==> config.mk <==
export PLATFORM = sky130hd
export DESIGN_NAME = json_byte_tokenizer_top
export DESIGN_NICKNAME = d
export VERILOG_FILES = /design/src/hdl/jbt_pkg.sv /design/src/hdl/jbt_scan.sv /design/src/hdl/jbt_fifo.sv /design/src/hdl/json_byte_tokenizer_top.sv
export SDC_FILE = /design/constraint.sdc
export NUM_CORES = 1
export LEC_CHECK = 0
export ABC_AREA = 1
export BUFFER_PORTS_ARGS = -buffer_cell sky130_fd_sc_hd__clkbuf_2
export CAP_MARGIN = 20
export CORE_ASPECT_RATIO = 0.6
export CORE_MARGIN = 2
export CORE_UTILIZATION = 30
export DETAILED_ROUTE_END_ITERATION = 8
export GPL_ROUTABILITY_DRIVEN = 0
export GPL_TIMING_DRIVEN = 0
export SLEW_MARGIN = 30
export SYNTH_ARGS = -nofsm -noshare
export SYNTH_HDL_FRONTEND = slang
export SYNTH_SLANG_ARGS = --single-unit
export TNS_END_PERCENT = 1
==> constraint.sdc <==
create_clock -name clk -period 7.8 [get_ports clk]
set_input_delay 1.17 -clock clk [delete_from_list [all_inputs] [get_ports clk]]
set_output_delay 1.17 -clock clk [all_outputs]
set_load 0.1 [all_outputs]
==> src/hdl/jbt_pkg.sv <==
// Shared types, constants and helper functions for the JSON byte tokenizer.
package jbt_pkg;

	// Width of the internal byte offset counters and the nesting limit.
	localparam int POSITION_BITS = 16;
	localparam int MAX_DEPTH     = 255;
	localparam int DEPTH_BITS    = $clog2(MAX_DEPTH + 1);

	// Output queue geometry.
	localparam int FIFO_DEPTH     = 4;
	localparam int FIFO_PTR_BITS  = $clog2(FIFO_DEPTH);
	localparam int FIFO_CNT_BITS  = $clog2(FIFO_DEPTH + 1);

	// Token kinds.
	localparam logic [3:0] K_NUMBER = 4'd0;
	localparam logic [3:0] K_STRING = 4'd1;
	localparam logic [3:0] K_NULL   = 4'd2;
	localparam logic [3:0] K_BOOL   = 4'd3;
	localparam logic [3:0] K_OBJECT = 4'd4;
	localparam logic [3:0] K_ARRAY  = 4'd5;
	localparam logic [3:0] K_CLOSE  = 4'd6;
	localparam logic [3:0] K_ERROR  = 4'd7;
	localparam logic [3:0] K_END    = 4'd8;

	// Error codes.
	localparam logic [2:0] E_NONE     = 3'd0;
	localparam logic [2:0] E_BAD_CHAR = 3'd1;
	localparam logic [2:0] E_EARLY    = 3'd2;
	localparam logic [2:0] E_CLOSE    = 3'd3;
	localparam logic [2:0] E_DEPTH    = 3'd4;
	localparam logic [2:0] E_LONG     = 3'd5;

	// Literal kinds and their spellings.
	localparam logic [1:0] LIT_NULL  = 2'd0;
	localparam logic [1:0] LIT_TRUE  = 2'd1;
	localparam logic [1:0] LIT_FALSE = 2'd2;

	localparam logic [7:0] LIT_TEXT [3][5] = '{
		'{8'h6e, 8'h75, 8'h6c, 8'h6c, 8'h00},
		'{8'h74, 8'h72, 8'h75, 8'h65, 8'h00},
		'{8'h66, 8'h61, 8'h6c, 8'h73, 8'h65}
	};
	localparam logic [2:0] LIT_LEN [3] = '{3'd4, 3'd4, 3'd5};

	// One input item.
	typedef struct packed {
		logic [7:0] text_byte;
		logic       end_of_data;
	} jbt_text_t;

	// One result item.
	typedef struct packed {
		logic [3:0]  token_kind;
		logic [15:0] start_offset;
		logic [15:0] end_offset;
		logic [7:0]  nest_depth;
		logic        bool_true;
		logic [2:0]  error_code;
		logic        last_of_run;
	} jbt_token_t;

	// Tokens produced by one step, handed from the scanner to the output queue.
	typedef struct packed {
		logic [1:0] count;
		jbt_token_t tok0;
		jbt_token_t tok1;
	} jbt_push_t;

	// Character of a literal at a given index, zero past its end.
	function automatic logic [7:0] lit_char(input logic [1:0] k, input logic [2:0] i);
		logic [7:0] c;
		c = 8'h00;
		if (k != 2'd3 && i < 3'd5) begin
			c = LIT_TEXT[k][i];
		end
		return c;
	endfunction

	// Length of a literal.
	function automatic logic [2:0] lit_len(input logic [1:0] k);
		logic [2:0] len;
		len = LIT_LEN[0];
		if (k != 2'd3) begin
			len = LIT_LEN[k];
		end
		return len;
	endfunction

	// Build a token from internal offsets and depth, keeping their low bits.
	function automatic jbt_token_t make_tok(
		input logic [3:0]               kind,
		input logic [POSITION_BITS-1:0] s,
		input logic [POSITION_BITS-1:0] e,
		input logic [DEPTH_BITS-1:0]    d,
		input logic                     bt,
		input logic [2:0]               err
	);
		jbt_token_t t;
		logic [31:0] s32;
		logic [31:0] e32;
		logic [31:0] d32;
		s32 = 32'(s);
		e32 = 32'(e);
		d32 = 32'(d);
		t.token_kind   = kind;
		t.start_offset = s32[15:0];
		t.end_offset   = e32[15:0];
		t.nest_depth   = d32[7:0];
		t.bool_true    = bt;
		t.error_code   = err;
		t.last_of_run  = 1'b0;
		return t;
	endfunction

endpackage

==> src/hdl/jbt_scan.sv <==
// Tokenizer scanner: scan state and the per-byte state update.
module jbt_scan
	import jbt_pkg::*;
(
	input  logic      clk,
	input  logic      arst_n,
	input  logic      step,
	input  jbt_text_t text_s1,
	output jbt_push_t push
);

	typedef enum logic [5:0] {
		M_IDLE    = 6'b000001,
		M_NUMBER  = 6'b000010,
		M_STRING  = 6'b000100,
		M_ESCAPE  = 6'b001000,
		M_LITERAL = 6'b010000,
		M_ERROR   = 6'b100000
	} jbt_mode_t;

	localparam logic [7:0] CH_SPACE  = 8'h20;
	localparam logic [7:0] CH_LF     = 8'h0a;
	localparam logic [7:0] CH_CR     = 8'h0d;
	localparam logic [7:0] CH_TAB    = 8'h09;
	localparam logic [7:0] CH_COLON  = 8'h3a;
	localparam logic [7:0] CH_COMMA  = 8'h2c;
	localparam logic [7:0] CH_QUOTE  = 8'h22;
	localparam logic [7:0] CH_BSLASH = 8'h5c;
	localparam logic [7:0] CH_LBRACE = 8'h7b;
	localparam logic [7:0] CH_RBRACE = 8'h7d;
	localparam logic [7:0] CH_LBRACK = 8'h5b;
	localparam logic [7:0] CH_RBRACK = 8'h5d;
	localparam logic [7:0] CH_N      = 8'h6e;
	localparam logic [7:0] CH_T      = 8'h74;
	localparam logic [7:0] CH_F      = 8'h66;
	localparam logic [7:0] CH_MINUS  = 8'h2d;
	localparam logic [7:0] CH_PLUS   = 8'h2b;
	localparam logic [7:0] CH_E_LO   = 8'h65;
	localparam logic [7:0] CH_E_UP   = 8'h45;
	localparam logic [7:0] CH_DOT    = 8'h2e;
	localparam logic [7:0] CH_ZERO   = 8'h30;
	localparam logic [7:0] CH_NINE   = 8'h39;

	localparam logic [DEPTH_BITS-1:0] DEPTH_LIMIT = DEPTH_BITS'(MAX_DEPTH);

	// Scan state.
	jbt_mode_t                mode_q;
	logic [1:0]               lk_q;
	logic [2:0]               li_q;
	logic [POSITION_BITS-1:0] ts_q;
	logic [POSITION_BITS-1:0] bp_q;
	logic [DEPTH_BITS-1:0]    depth_q;
	logic [2:0]               err_q;

	jbt_mode_t                mode_d;
	logic [1:0]               lk_d;
	logic [2:0]               li_d;
	logic [POSITION_BITS-1:0] ts_d;
	logic [POSITION_BITS-1:0] bp_d;
	logic [DEPTH_BITS-1:0]    depth_d;
	logic [2:0]               err_d;

	// Results of treating the current byte as the start of a new token.
	jbt_mode_t                id_mode;
	logic [1:0]               id_lk;
	logic [2:0]               id_li;
	logic [POSITION_BITS-1:0] id_ts;
	logic [DEPTH_BITS-1:0]    id_depth;
	logic [2:0]               id_code;
	logic                     id_emit;
	jbt_token_t               id_tok;

	logic [7:0] b;
	logic       is_digit;
	logic       is_num;
	logic       pos_full;
	logic [1:0] lit_k;
	logic [7:0] lit_c;
	logic [2:0] lit_n;
	logic       lit_bad;
	logic       lit_done;
	logic       eod_bad;
	logic [1:0] cnt;
	jbt_token_t t0;
	jbt_token_t t1;

	assign b        = text_s1.text_byte;
	assign is_digit = (b >= CH_ZERO) && (b <= CH_NINE);
	assign is_num   = is_digit || b == CH_MINUS || b == CH_PLUS || b == CH_E_LO ||
		b == CH_E_UP || b == CH_DOT;
	assign pos_full = &bp_q;

	// Literal match against the expected character.
	assign lit_k    = (lk_q == 2'd3) ? LIT_NULL : lk_q;
	assign lit_c    = lit_char(lit_k, li_q);
	assign lit_n    = lit_len(lit_k);
	assign lit_bad  = (li_q >= lit_n) || (lit_c != b);
	assign lit_done = ({1'b0, li_q} + 4'd1) == {1'b0, lit_n};
	assign eod_bad  = (mode_q != M_IDLE && mode_q != M_NUMBER) || depth_q != '0;

	// Byte seen between tokens.
	always_comb begin
		id_mode  = M_IDLE;
		id_lk    = lk_q;
		id_li    = li_q;
		id_ts    = ts_q;
		id_depth = depth_q;
		id_code  = E_NONE;
		id_emit  = 1'b0;
		id_tok   = '0;
		case (b)
			CH_SPACE, CH_LF, CH_CR, CH_TAB, CH_COLON, CH_COMMA: begin
			end
			CH_QUOTE: begin
				id_ts   = bp_q + 1'b1;
				id_mode = M_STRING;
			end
			CH_LBRACE, CH_LBRACK: begin
				if (depth_q >= DEPTH_LIMIT) begin
					id_code = E_DEPTH;
				end else begin
					id_depth = depth_q + 1'b1;
					id_emit  = 1'b1;
					id_tok   = make_tok((b == CH_LBRACE) ? K_OBJECT : K_ARRAY, bp_q,
						bp_q + 1'b1, depth_q + 1'b1, 1'b0, E_NONE);
				end
			end
			CH_RBRACE, CH_RBRACK: begin
				if (depth_q == '0) begin
					id_code = E_CLOSE;
				end else begin
					id_depth = depth_q - 1'b1;
					id_emit  = 1'b1;
					id_tok   = make_tok(K_CLOSE, bp_q, bp_q + 1'b1, depth_q - 1'b1,
						1'b0, E_NONE);
				end
			end
			CH_N, CH_T, CH_F: begin
				id_lk   = (b == CH_N) ? LIT_NULL : (b == CH_T) ? LIT_TRUE : LIT_FALSE;
				id_li   = 3'd1;
				id_ts   = bp_q;
				id_mode = M_LITERAL;
			end
			default: begin
				if (b == CH_MINUS || is_digit) begin
					id_ts   = bp_q;
					id_mode = M_NUMBER;
				end else begin
					id_code = E_BAD_CHAR;
				end
			end
		endcase
		if (id_code != E_NONE) begin
			id_mode = M_ERROR;
			id_ts   = bp_q;
			id_emit = 1'b1;
			id_tok  = make_tok(K_ERROR, bp_q, bp_q, depth_q, 1'b0, id_code);
		end
	end

	// Next state and the tokens of this step.
	always_comb begin
		mode_d  = mode_q;
		lk_d    = lk_q;
		li_d    = li_q;
		ts_d    = ts_q;
		bp_d    = bp_q;
		depth_d = depth_q;
		err_d   = err_q;
		cnt     = 2'd0;
		t0      = '0;
		t1      = '0;
		if (mode_q == M_ERROR) begin
			// Sticky error: repeat the stored error token.
			cnt = 2'd1;
			t0  = make_tok(K_ERROR, ts_q, ts_q, depth_q, 1'b0, err_q);
		end else if (text_s1.end_of_data) begin
			// End mark: flush a pending number, then end or early-end error.
			if (mode_q == M_NUMBER) begin
				cnt = 2'd2;
				t0  = make_tok(K_NUMBER, ts_q, bp_q, depth_q, 1'b0, E_NONE);
				t1  = eod_bad ? make_tok(K_ERROR, bp_q, bp_q, depth_q, 1'b0, E_EARLY)
					: make_tok(K_END, bp_q, bp_q, depth_q, 1'b0, E_NONE);
			end else begin
				cnt = 2'd1;
				t0  = eod_bad ? make_tok(K_ERROR, bp_q, bp_q, depth_q, 1'b0, E_EARLY)
					: make_tok(K_END, bp_q, bp_q, depth_q, 1'b0, E_NONE);
			end
			if (eod_bad) begin
				mode_d = M_ERROR;
				err_d  = E_EARLY;
				ts_d   = bp_q;
			end else begin
				mode_d = M_IDLE;
				bp_d   = '0;
				ts_d   = '0;
				lk_d   = LIT_NULL;
				li_d   = 3'd0;
			end
		end else if (pos_full) begin
			// Offset counter exhausted.
			cnt    = 2'd1;
			t0     = make_tok(K_ERROR, bp_q, bp_q, depth_q, 1'b0, E_LONG);
			mode_d = M_ERROR;
			err_d  = E_LONG;
			ts_d   = bp_q;
		end else begin
			case (mode_q)
				M_NUMBER: begin
					if (!is_num) begin
						t0      = make_tok(K_NUMBER, ts_q, bp_q, depth_q, 1'b0, E_NONE);
						t1      = id_tok;
						cnt     = id_emit ? 2'd2 : 2'd1;
						mode_d  = id_mode;
						lk_d    = id_lk;
						li_d    = id_li;
						ts_d    = id_ts;
						depth_d = id_depth;
						if (id_mode == M_ERROR) begin
							err_d = id_code;
						end
					end
				end
				M_STRING: begin
					if (b == CH_BSLASH) begin
						mode_d = M_ESCAPE;
					end else if (b == CH_QUOTE) begin
						cnt    = 2'd1;
						t0     = make_tok(K_STRING, ts_q, bp_q, depth_q, 1'b0, E_NONE);
						mode_d = M_IDLE;
					end
				end
				M_ESCAPE: begin
					mode_d = M_STRING;
				end
				M_LITERAL: begin
					if (lit_bad) begin
						cnt    = 2'd1;
						t0     = make_tok(K_ERROR, bp_q, bp_q, depth_q, 1'b0, E_BAD_CHAR);
						mode_d = M_ERROR;
						err_d  = E_BAD_CHAR;
						ts_d   = bp_q;
					end else if (lit_done) begin
						cnt    = 2'd1;
						t0     = make_tok((lit_k == LIT_NULL) ? K_NULL : K_BOOL, ts_q,
							bp_q + 1'b1, depth_q, lit_k == LIT_TRUE, E_NONE);
						mode_d = M_IDLE;
						li_d   = 3'd0;
					end else begin
						li_d = li_q + 1'b1;
					end
				end
				M_IDLE: begin
					t0      = id_tok;
					cnt     = id_emit ? 2'd1 : 2'd0;
					mode_d  = id_mode;
					lk_d    = id_lk;
					li_d    = id_li;
					ts_d    = id_ts;
					depth_d = id_depth;
					if (id_mode == M_ERROR) begin
						err_d = id_code;
					end
				end
				default: begin
				end
			endcase
			if (mode_d != M_ERROR) begin
				bp_d = bp_q + 1'b1;
			end
		end
		// Mark the final token of the step.
		if (cnt == 2'd1) begin
			t0.last_of_run = 1'b1;
		end
		if (cnt == 2'd2) begin
			t1.last_of_run = 1'b1;
		end
	end

	// Tokens go to the output queue only on a step.
	always_comb begin
		push.count = step ? cnt : 2'd0;
		push.tok0  = t0;
		push.tok1  = t1;
	end

	// State registers.
	always_ff @(posedge clk or negedge arst_n) begin
		if (!arst_n) begin
			mode_q  <= M_IDLE;
			lk_q    <= LIT_NULL;
			li_q    <= 3'd0;
			ts_q    <= '0;
			bp_q    <= '0;
			depth_q <= '0;
			err_q   <= E_NONE;
		end else if (step) begin
			mode_q  <= mode_d;
			lk_q    <= lk_d;
			li_q    <= li_d;
			ts_q    <= ts_d;
			bp_q    <= bp_d;
			depth_q <= depth_d;
			err_q   <= err_d;
		end
	end

`ifndef SYNTHESIS
	// Once an error is taken, the scanner stays in error until reset.
	a_error_sticky: assert property (@(posedge clk) disable iff (!arst_n)
		mode_q == M_ERROR |=> mode_q == M_ERROR)
		else $error("scanner left the error state");

	// The nesting depth never passes its limit.
	a_depth_limit: assert property (@(posedge clk) disable iff (!arst_n)
		depth_q <= DEPTH_LIMIT)
		else $error("nesting depth above limit");
`endif

endmodule

==> src/hdl/jbt_fifo.sv <==
// Output token queue: takes up to two tokens per cycle, gives one per cycle.
module jbt_fifo
	import jbt_pkg::*;
(
	input  logic       clk,
	input  logic       arst_n,
	input  jbt_push_t  push,
	input  logic       pop,
	output logic       room,
	output logic       not_empty,
	output jbt_token_t head
);

	jbt_token_t               entry_q [FIFO_DEPTH];
	logic [FIFO_PTR_BITS-1:0] wr_q;
	logic [FIFO_PTR_BITS-1:0] rd_q;
	logic [FIFO_CNT_BITS-1:0] count_q;
	logic [FIFO_PTR_BITS-1:0] wr_next;

	// Pointer increment with wrap at the queue depth.
	function automatic logic [FIFO_PTR_BITS-1:0] ptr_inc(input logic [FIFO_PTR_BITS-1:0] p);
		logic [FIFO_PTR_BITS-1:0] r;
		r = (p == FIFO_PTR_BITS'(FIFO_DEPTH - 1)) ? '0 : p + 1'b1;
		return r;
	endfunction

	assign wr_next   = ptr_inc(wr_q);
	assign room      = count_q <= FIFO_CNT_BITS'(FIFO_DEPTH - 2);
	assign not_empty = count_q != '0;
	assign head      = entry_q[rd_q];

	// Token storage.
	always_ff @(posedge clk) begin
		if (push.count != 2'd0) begin
			entry_q[wr_q] <= push.tok0;
		end
		if (push.count == 2'd2) begin
			entry_q[wr_next] <= push.tok1;
		end
	end

	// Pointers and fill count.
	always_ff @(posedge clk or negedge arst_n) begin
		if (!arst_n) begin
			wr_q    <= '0;
			rd_q    <= '0;
			count_q <= '0;
		end else begin
			if (push.count == 2'd1) begin
				wr_q <= wr_next;
			end else if (push.count == 2'd2) begin
				wr_q <= ptr_inc(wr_next);
			end
			if (pop) begin
				rd_q <= ptr_inc(rd_q);
			end
			count_q <= count_q + FIFO_CNT_BITS'(push.count) - FIFO_CNT_BITS'(pop);
		end
	end

`ifndef SYNTHESIS
	// The queue never holds more tokens than it has entries.
	a_no_overflow: assert property (@(posedge clk) disable iff (!arst_n)
		count_q <= FIFO_CNT_BITS'(FIFO_DEPTH))
		else $error("token queue overflow");
`endif

endmodule

==> src/hdl/json_byte_tokenizer_top.sv <==
// Top level of the streaming JSON byte tokenizer.
//
// The tokenizer takes one byte of JSON text per transfer on the text channel
// and gives zero, one or two tokens per byte on the token channel, in order,
// the last of each group marked by last_of_run. A byte is first held in an
// input register and is scanned once the output queue has room for two tokens,
// when its tokens are written into a four-entry output queue; a token is
// therefore presented after its byte has passed the input register and the
// queue. The block takes one byte every cycle as long as the output queue has
// room for two tokens, so the sustained rate is one byte per cycle when tokens
// are taken as they appear; a byte that gives a token pair needs one transfer
// per token on the token port, which then sets the rate. Errors are sticky
// until reset, and an end-of-data transfer that closes a well-formed document
// starts a new one at offset zero.
module json_byte_tokenizer_top
	import jbt_pkg::*;
(
	input  logic       clk,
	input  logic       arst_n,
	input  logic       text_valid,
	output logic       text_ready,
	input  jbt_text_t  text,
	output logic       token_valid,
	input  logic       token_ready,
	output jbt_token_t token
);

	logic      valid_s1;
	jbt_text_t text_s1;
	logic      room;
	logic      step;
	logic      pop;
	jbt_push_t push;

	// A held byte is scanned when the queue can take two tokens.
	assign step       = valid_s1 && room;
	assign text_ready = !valid_s1 || step;
	assign pop        = token_valid && token_ready;

	// Input register.
	always_ff @(posedge clk or negedge arst_n) begin
		if (!arst_n) begin
			valid_s1 <= 1'b0;
		end else if (text_valid && text_ready) begin
			valid_s1 <= 1'b1;
		end else if (step) begin
			valid_s1 <= 1'b0;
		end
	end

	always_ff @(posedge clk) begin
		if (text_valid && text_ready) begin
			text_s1 <= text;
		end
	end

	// Scanner state and per-byte update.
	jbt_scan u_scan (
		.clk     (clk),
		.arst_n  (arst_n),
		.step    (step),
		.text_s1 (text_s1),
		.push    (push)
	);

	// Output token queue.
	jbt_fifo u_fifo (
		.clk       (clk),
		.arst_n    (arst_n),
		.push      (push),
		.pop       (pop),
		.room      (room),
		.not_empty (token_valid),
		.head      (token)
	);

`ifndef SYNTHESIS
	// A held byte that cannot be scanned stays in the input register unchanged.
	a_hold_s1: assert property (@(posedge clk) disable iff (!arst_n)
		(valid_s1 && !step) |=> (valid_s1 && $stable(text_s1)))
		else $error("held byte lost before scan");
`endif

endmodule
Word level (Yosys, flattened, before mapping). Memory sizes are Yosys's and may differ from the RTL's. Index checks and enable logic that the tools add are counted.

Eq/ne operators: 50. Muxes and demuxes: 124. $mul: 0. Shift-type cells: 0. Add/subtract/negate cells: 10. Reductions and logical operators: 41. Magnitude comparators: 8. Bitwise operators: 5. Divide/modulo/power cells: 0.

Operators by type and width (number): 2-to-1 mux 49 bit (16); case mux 49 bit (4 select lines) (1); 2-to-1 mux 16 bit (10); case mux 49 bit (2 select lines) (1); case mux 16 bit (3 select lines) (2); binary-select mux 40 bit (select 2 bit) (1); equality test 8 x 7 -> 1 bit, second input constant (10); 2-to-1 mux 40 bit (2); 2-to-1 mux 6 bit (12); equality test 8 x 6 -> 1 bit, second input constant (7); 2-to-1 mux 3 bit (17); 2-to-1 mux 2 bit (24); 2-to-1 mux 48 bit (1); 2-to-1 mux 8 bit (6); 2-to-1 mux 46 bit (1); 2-to-1 mux 45 bit (1); case mux 8 bit (2 select lines) (2); case mux 6 bit (5 select lines) (1); case mux 3 bit (3 select lines) (3); binary-select mux 8 bit (select 3 bit) (1); equality test 8 x 4 -> 1 bit, second input constant (3); OR reduction 10 bit (2); case mux 6 bit (3 select lines) (1); AND reduction 6 bit (3); other kinds (59) (110).

Bits in registers: 71. Word-level logic and storage cells: 252. Latch bits: 0. Input bits: 13. Output and inout bits: 51. Memories kept: 1. RAM bits: 196. Bits in read-only memories: 0.

Memory list: u_fifo.entry_q (words 4, width 49, rd ports 1, clocked after Yosys merged registers in 0, write ports 2, RTL line jbt_fifo.sv:14) `jbt_token_t entry_q [FIFO_DEPTH];`.

Depth between registers and ports, before layout.
Word-level depth: 21. Gate-level depth with buffers: 24. Mapped depth without buffers: 24.

By module. A second synthesis with hierarchy kept.

Cells, all modules: 2270. Area, all modules: 17445.5 um^2.

Modules (own cells, without submodules): jbt_fifo (instances 1, cells an instance 1071, area an instance 10032.1 um^2, sequential area each 6060.8 um^2); jbt_scan (instances 1, cells an instance 1180, area an instance 7083.0 um^2, sequential area each 1352.5 um^2); json_byte_tokenizer_top (instances 1, cells an instance 19, area an instance 330.3 um^2, sequential area each 295.3 um^2).

Worst setup path after synthesis. OpenSTA, ideal clock, no wires.

Kind: reg-to-reg. From: register u_scan.lk_q[0]. To: memory u_fifo.entry_q[0][0] (netlist bit) (enable). Setup slack: 3.534 ns. Arrival: 3.859 ns. Setup time: 0.407 ns. Cell stages (with the launch flop): 21. Data required time: 7.393 ns. Cell sequence: dfrtp_1 -> inv_1 -> ha_1 -> ha_1 -> inv_1 -> nand2_1 -> nand2_1 -> nand3_1 -> a21oi_1 -> nand3b_1 -> nor2_2 -> nand2_2 -> o21ai_1 -> o2111ai_1 -> nand2_1 -> nand2_1 -> nand2_1 -> ha_1 -> nand2_1 -> clkbuf_1 -> nand2_1.

RTL lines: from (decl) (RTL line jbt_scan.sv:48) `logic [1:0] lk_q;`; from (signal assigned) (RTL line jbt_scan.sv:300) `lk_q <= lk_d;`; to (decl) (RTL line jbt_fifo.sv:14).

==> metrics.log <==
INFO  metric worst_ir_drop_vdd = 0.000399 V
INFO  metric critical_path.max_fanout = 10
INFO  metric postLayoutCellArea = 20300 um^2
INFO  metric area_enclosed_by_the_die_boundary = 62000 um^2
INFO  metric largest_net_degree_at_the_start_of_global_routing = 63
INFO  metric slew_headroom = 30.8%
INFO  metric final_nets = 2599
INFO  metric cts_root_buffer = sky130_fd_sc_hd__clkbuf_16
INFO  metric finalSetupTns = 0 ns
INFO  metric first_global_vias = 16800
INFO  metric synth_ff_type = sky130_fd_sc_hd__edfxtp_1
INFO  metric power-per-cell-area = 392 nW/um^2
INFO  metric clock-sinks = 267
INFO  metric std_cell_rows = 69
INFO  metric final-hold-violation-count = 0
INFO  metric period_needed = 5.91 ns
INFO  metric cts_tree = done
INFO  metric number_of_buffers_and_inverters_on_the_critical_path = 4
INFO  metric synth-warning-count = 0
INFO  metric critPathMaxStageDelay = 0.90 ns
INFO  metric number_of_antenna_violations_at_the_first_check_in_global_routing = 2
INFO  metric postSynthNetCount = 2502
INFO  metric worst-endpoint-required = 8.25 ns
INFO  metric final_min_period_over_clock_period = 75.8%
INFO  metric timing.fmax = 169 MHz
INFO  metric p_leak = 0.00842 uW
INFO  metric drive_gt1_share = 10.2%
INFO  metric route.antenna.remaining_nets = 0
INFO  metric floorplan.die.width = 320 um
INFO  metric finalMaxSlewViolations = 0
INFO  metric synth.cell_area = 18000 um^2
INFO  metric cts-htree-levels = 1
INFO  metric maxCapViolations = 0
INFO  metric critical_path.cell_chain = ha_1, nand3_4, nor2_2, nand2_1, nor3_2, nand3_2, nor2_4, nand2_2, clkbuf_1, nand2_1, inv_1, nand2_1, nand2_1, ha_1, nand2_1, clkinv_1, nor2_1, clkbuf_1, nand2_1, nand2_1
INFO  metric chipHeight = 194 um
INFO  metric quantity_of_hold_fixing_buffers_added_after_cts = 0
INFO  metric finalPower = 7950 uW
INFO  metric cp_common_cell = sky130_fd_sc_hd__nand2_1
INFO  metric coreArea = 59200 um^2
INFO  metric dp_hpwl = 54700 um
INFO  metric synth-seq-area-share = 42.6%
INFO  metric initialDrtViolationCount = 3255
INFO  metric setup_viol = 0
INFO  metric cts-root-to-sink-buffers = 3
INFO  metric cp_data_arrival_time = 6.36 ns
INFO  metric route.final.wire_length = 73900 um
INFO  metric clock_transition_at_the_register_clock_pins_on_the_worst_setup_and_hold_paths_after_cts = 0.06 ns
INFO  metric status = complete, no violations
INFO  metric area.growth.synth_to_final = 12.7%
INFO  metric via_per_inst = 5.59
INFO  metric final.fill_count = 6330
INFO  metric final.hold.worst_slack = 0.496 ns
INFO  metric dr.pass1.iters = 8
INFO  metric postCtsResizedCells = 0
INFO  metric route.vias.total = 18800
INFO  metric crit_path_top_delay_cell = sky130_fd_sc_hd__nor2_1
INFO  metric routed_wire_length_per_instance = 22.0 um
INFO  metric worstMarginPinSlew = 1.03 ns
INFO  metric critical-path-top-delay-family = simple AND/OR/NAND/NOR gates
INFO  metric worst_skew_pair.late_latency = 0.59 ns
INFO  metric crit_path_start_kind = register
INFO  metric postSynthAreaPerCell = 7.31 um^2
INFO  metric clock_skew = 0.0276 ns
INFO  metric synthCells = 2463
INFO  metric antenna_cells = 0
INFO  metric setup_repair_after_global_routing_missed_its_margin = no
INFO  metric tritoncts.num_buffers = 28
INFO  metric grt_overflow = 0
INFO  metric postSynth.asyncResetShare = 23.2%
INFO  metric numPortBuffers = 63
INFO  metric worst_setup_path_end_kind = register
INFO  metric start_util = 30.4%
INFO  metric grt_pass1_wl = 109000 um
INFO  metric top_level_ports = 64
INFO  metric critPathKind = register to register
INFO  metric placement.cell_area = 19400 um^2
INFO  metric post_cts_repair_setup_buffers = 0
INFO  metric worst_hold_path_type = register to register
INFO  metric synth_seq_cells = 267
INFO  metric yosys.cell_types.count = 62
INFO  metric all_layer_global_routing_usage = 23.0%
INFO  metric synth-edff-count = 201
INFO  metric detail_route.drc_violations = 0
flip-flops by register name (all words and copies together) (netlist names):
register,flops
u_fifo.entry_q,196
u_scan.bp_q,16
u_scan.ts_q,16
text_s1,9
u_scan.depth_q,8
u_scan.mode_q,6
u_fifo.count_q,3
u_scan.err_q,3
u_scan.li_q,3
u_fifo.rd_q,2
u_fifo.wr_q,2
u_scan.lk_q,2
valid_s1,1
placed cells by master, fill, tap and decap left out, drive strengths merged, types with 6 or more instances in the layout:
| cell | Yosys | final |
|---|---|---|
| a21oi | 96 | 96 |
| clkbuf | 93 | 194 |
| dfrtp | 61 | 61 |
| ha | 25 | 25 |
| o22ai | 102 | 102 |
| nor2 | 245 | 245 |
| or2 | 9 | 9 |
| nand2 | 905 | 905 |
| edfxtp | 201 | 201 |
| a31oi | 15 | 15 |
| inv | 154 | 155 |
| nand3 | 134 | 134 |
| a22oi | 6 | 6 |
| xor2 | 21 | 21 |
| o21ai | 245 | 245 |
| buf | 42 | 46 |
| nor3 | 19 | 19 |
| clkinv | 12 | 21 |
| nand4 | 34 | 34 |
per-stage QoR:
stage                     cells  setup slack (ns)  util (%)
after floorplan            2463              3.53         -
after global placement     3307              1.13      32.6
after detailed placement   3311              2.45      32.8
after CTS                  3363              2.41      34.3
after global routing       3363              1.95      34.3
final                      3363              1.89      34.3
worst paths after layout:
kind / slack (ns) / start / cells past startpoint / endpoint
hold / removal: 0.50 / u_fifo.count_q[2]$_DFF_PN0_ / 1 / u_fifo.count_q[2]$_DFF_PN0_
hold reg to reg: 0.50 / u_fifo.count_q[2]$_DFF_PN0_ / 1 / u_fifo.count_q[2]$_DFF_PN0_
max in group asynchronous: 6.77 / arst_n / 1 / u_scan.bp_q[14]$_DFFE_PN0P_
setup reg to reg: 1.89 / u_scan.bp_q[1]$_DFFE_PN0P_ / 20 / u_fifo.entry_q[3][17]$_DFFE_PP_
min in group asynchronous: 0.57 / arst_n / 1 / valid_s1$_DFFE_PN0P_
setup / recovery: 1.89 / u_scan.bp_q[1]$_DFFE_PN0P_ / 20 / u_fifo.entry_q[3][17]$_DFFE_PP_
per-layer routing:
layer / track usage, % / part of all wire (%)
met1: 35.5 / 44
met2: 29.7 / 37
met3: 9.20 / 17
met4: 4.07 / 2.1
met5: 0 / 0.046
synthesized netlist by cell type (4+ instances only):
cell,count,share of area [%]
sky130_fd_sc_hd__a21oi_1,93,2.6
sky130_fd_sc_hd__a22oi_1,6,0.25
sky130_fd_sc_hd__a31oi_1,14,0.49
sky130_fd_sc_hd__buf_1,9,0.19
sky130_fd_sc_hd__buf_2,16,0.44
sky130_fd_sc_hd__buf_4,6,0.25
sky130_fd_sc_hd__buf_6,11,0.69
sky130_fd_sc_hd__clkbuf_1,92,1.9
sky130_fd_sc_hd__clkinv_1,12,0.25
sky130_fd_sc_hd__dfrtp_1,61,8.5
sky130_fd_sc_hd__dfxtp_1,4,0.44
sky130_fd_sc_hd__edfxtp_1,201,34
sky130_fd_sc_hd__ha_1,25,1.7
sky130_fd_sc_hd__inv_1,131,2.7
sky130_fd_sc_hd__inv_2,21,0.44
sky130_fd_sc_hd__nand2_1,885,18
sky130_fd_sc_hd__nand2_2,14,0.49
sky130_fd_sc_hd__nand2_4,6,0.38
sky130_fd_sc_hd__nand3_1,124,3.4
sky130_fd_sc_hd__nand3_2,8,0.44
sky130_fd_sc_hd__nand3b_1,4,0.17
sky130_fd_sc_hd__nand4_1,30,1.0
sky130_fd_sc_hd__nor2_1,214,4.5
sky130_fd_sc_hd__nor2_2,28,0.97
sky130_fd_sc_hd__nor3_1,12,0.33
sky130_fd_sc_hd__nor3_2,6,0.33
sky130_fd_sc_hd__o211ai_1,5,0.21
sky130_fd_sc_hd__o21ai_0,210,5.8
sky130_fd_sc_hd__o21ai_1,25,0.70
sky130_fd_sc_hd__o21ai_2,10,0.49
sky130_fd_sc_hd__o21bai_1,4,0.17
sky130_fd_sc_hd__o221ai_1,4,0.19
sky130_fd_sc_hd__o22ai_1,102,3.5
sky130_fd_sc_hd__o31ai_1,4,0.17
sky130_fd_sc_hd__or2_2,5,0.17
sky130_fd_sc_hd__xnor2_1,4,0.19
sky130_fd_sc_hd__xor2_1,21,1.0
cells by family (layout without fill, tap and decap cells):
logic type / Yosys count / count (layout) / synth area share (%)
flip-flops: 267 / 267 / 42.6
buffers and inverters: 301 / 420 / 7.02
adder cells (fa/ha/maj): 26 / 26 / 1.85
XOR/XNOR: 25 / 25 / 1.22
AO/OA/AOI/OAI: 490 / 490 / 15.3
AND/OR/NAND/NOR: 1354 / 1354 / 32.0
area by class of cell:
cell class,count,area (um^2),area share [%]
flip-flops and latches,267,7670,37.8
repair buffers,67,404,1.99
well taps,781,977,4.82
plain buffers,135,633,3.12
multi-input cells,1895,9100,44.8
clock inverters,14,101,0.499
inverters,166,631,3.11
clock buffers,38,779,3.84
power breakdown:
group | internal, uW | switching, uW
Sequential | 1840 | 132
Clock | 733 | 623
Combinational | 796 | 3820
No activity file was read; power rests on OpenSTA's default activity.
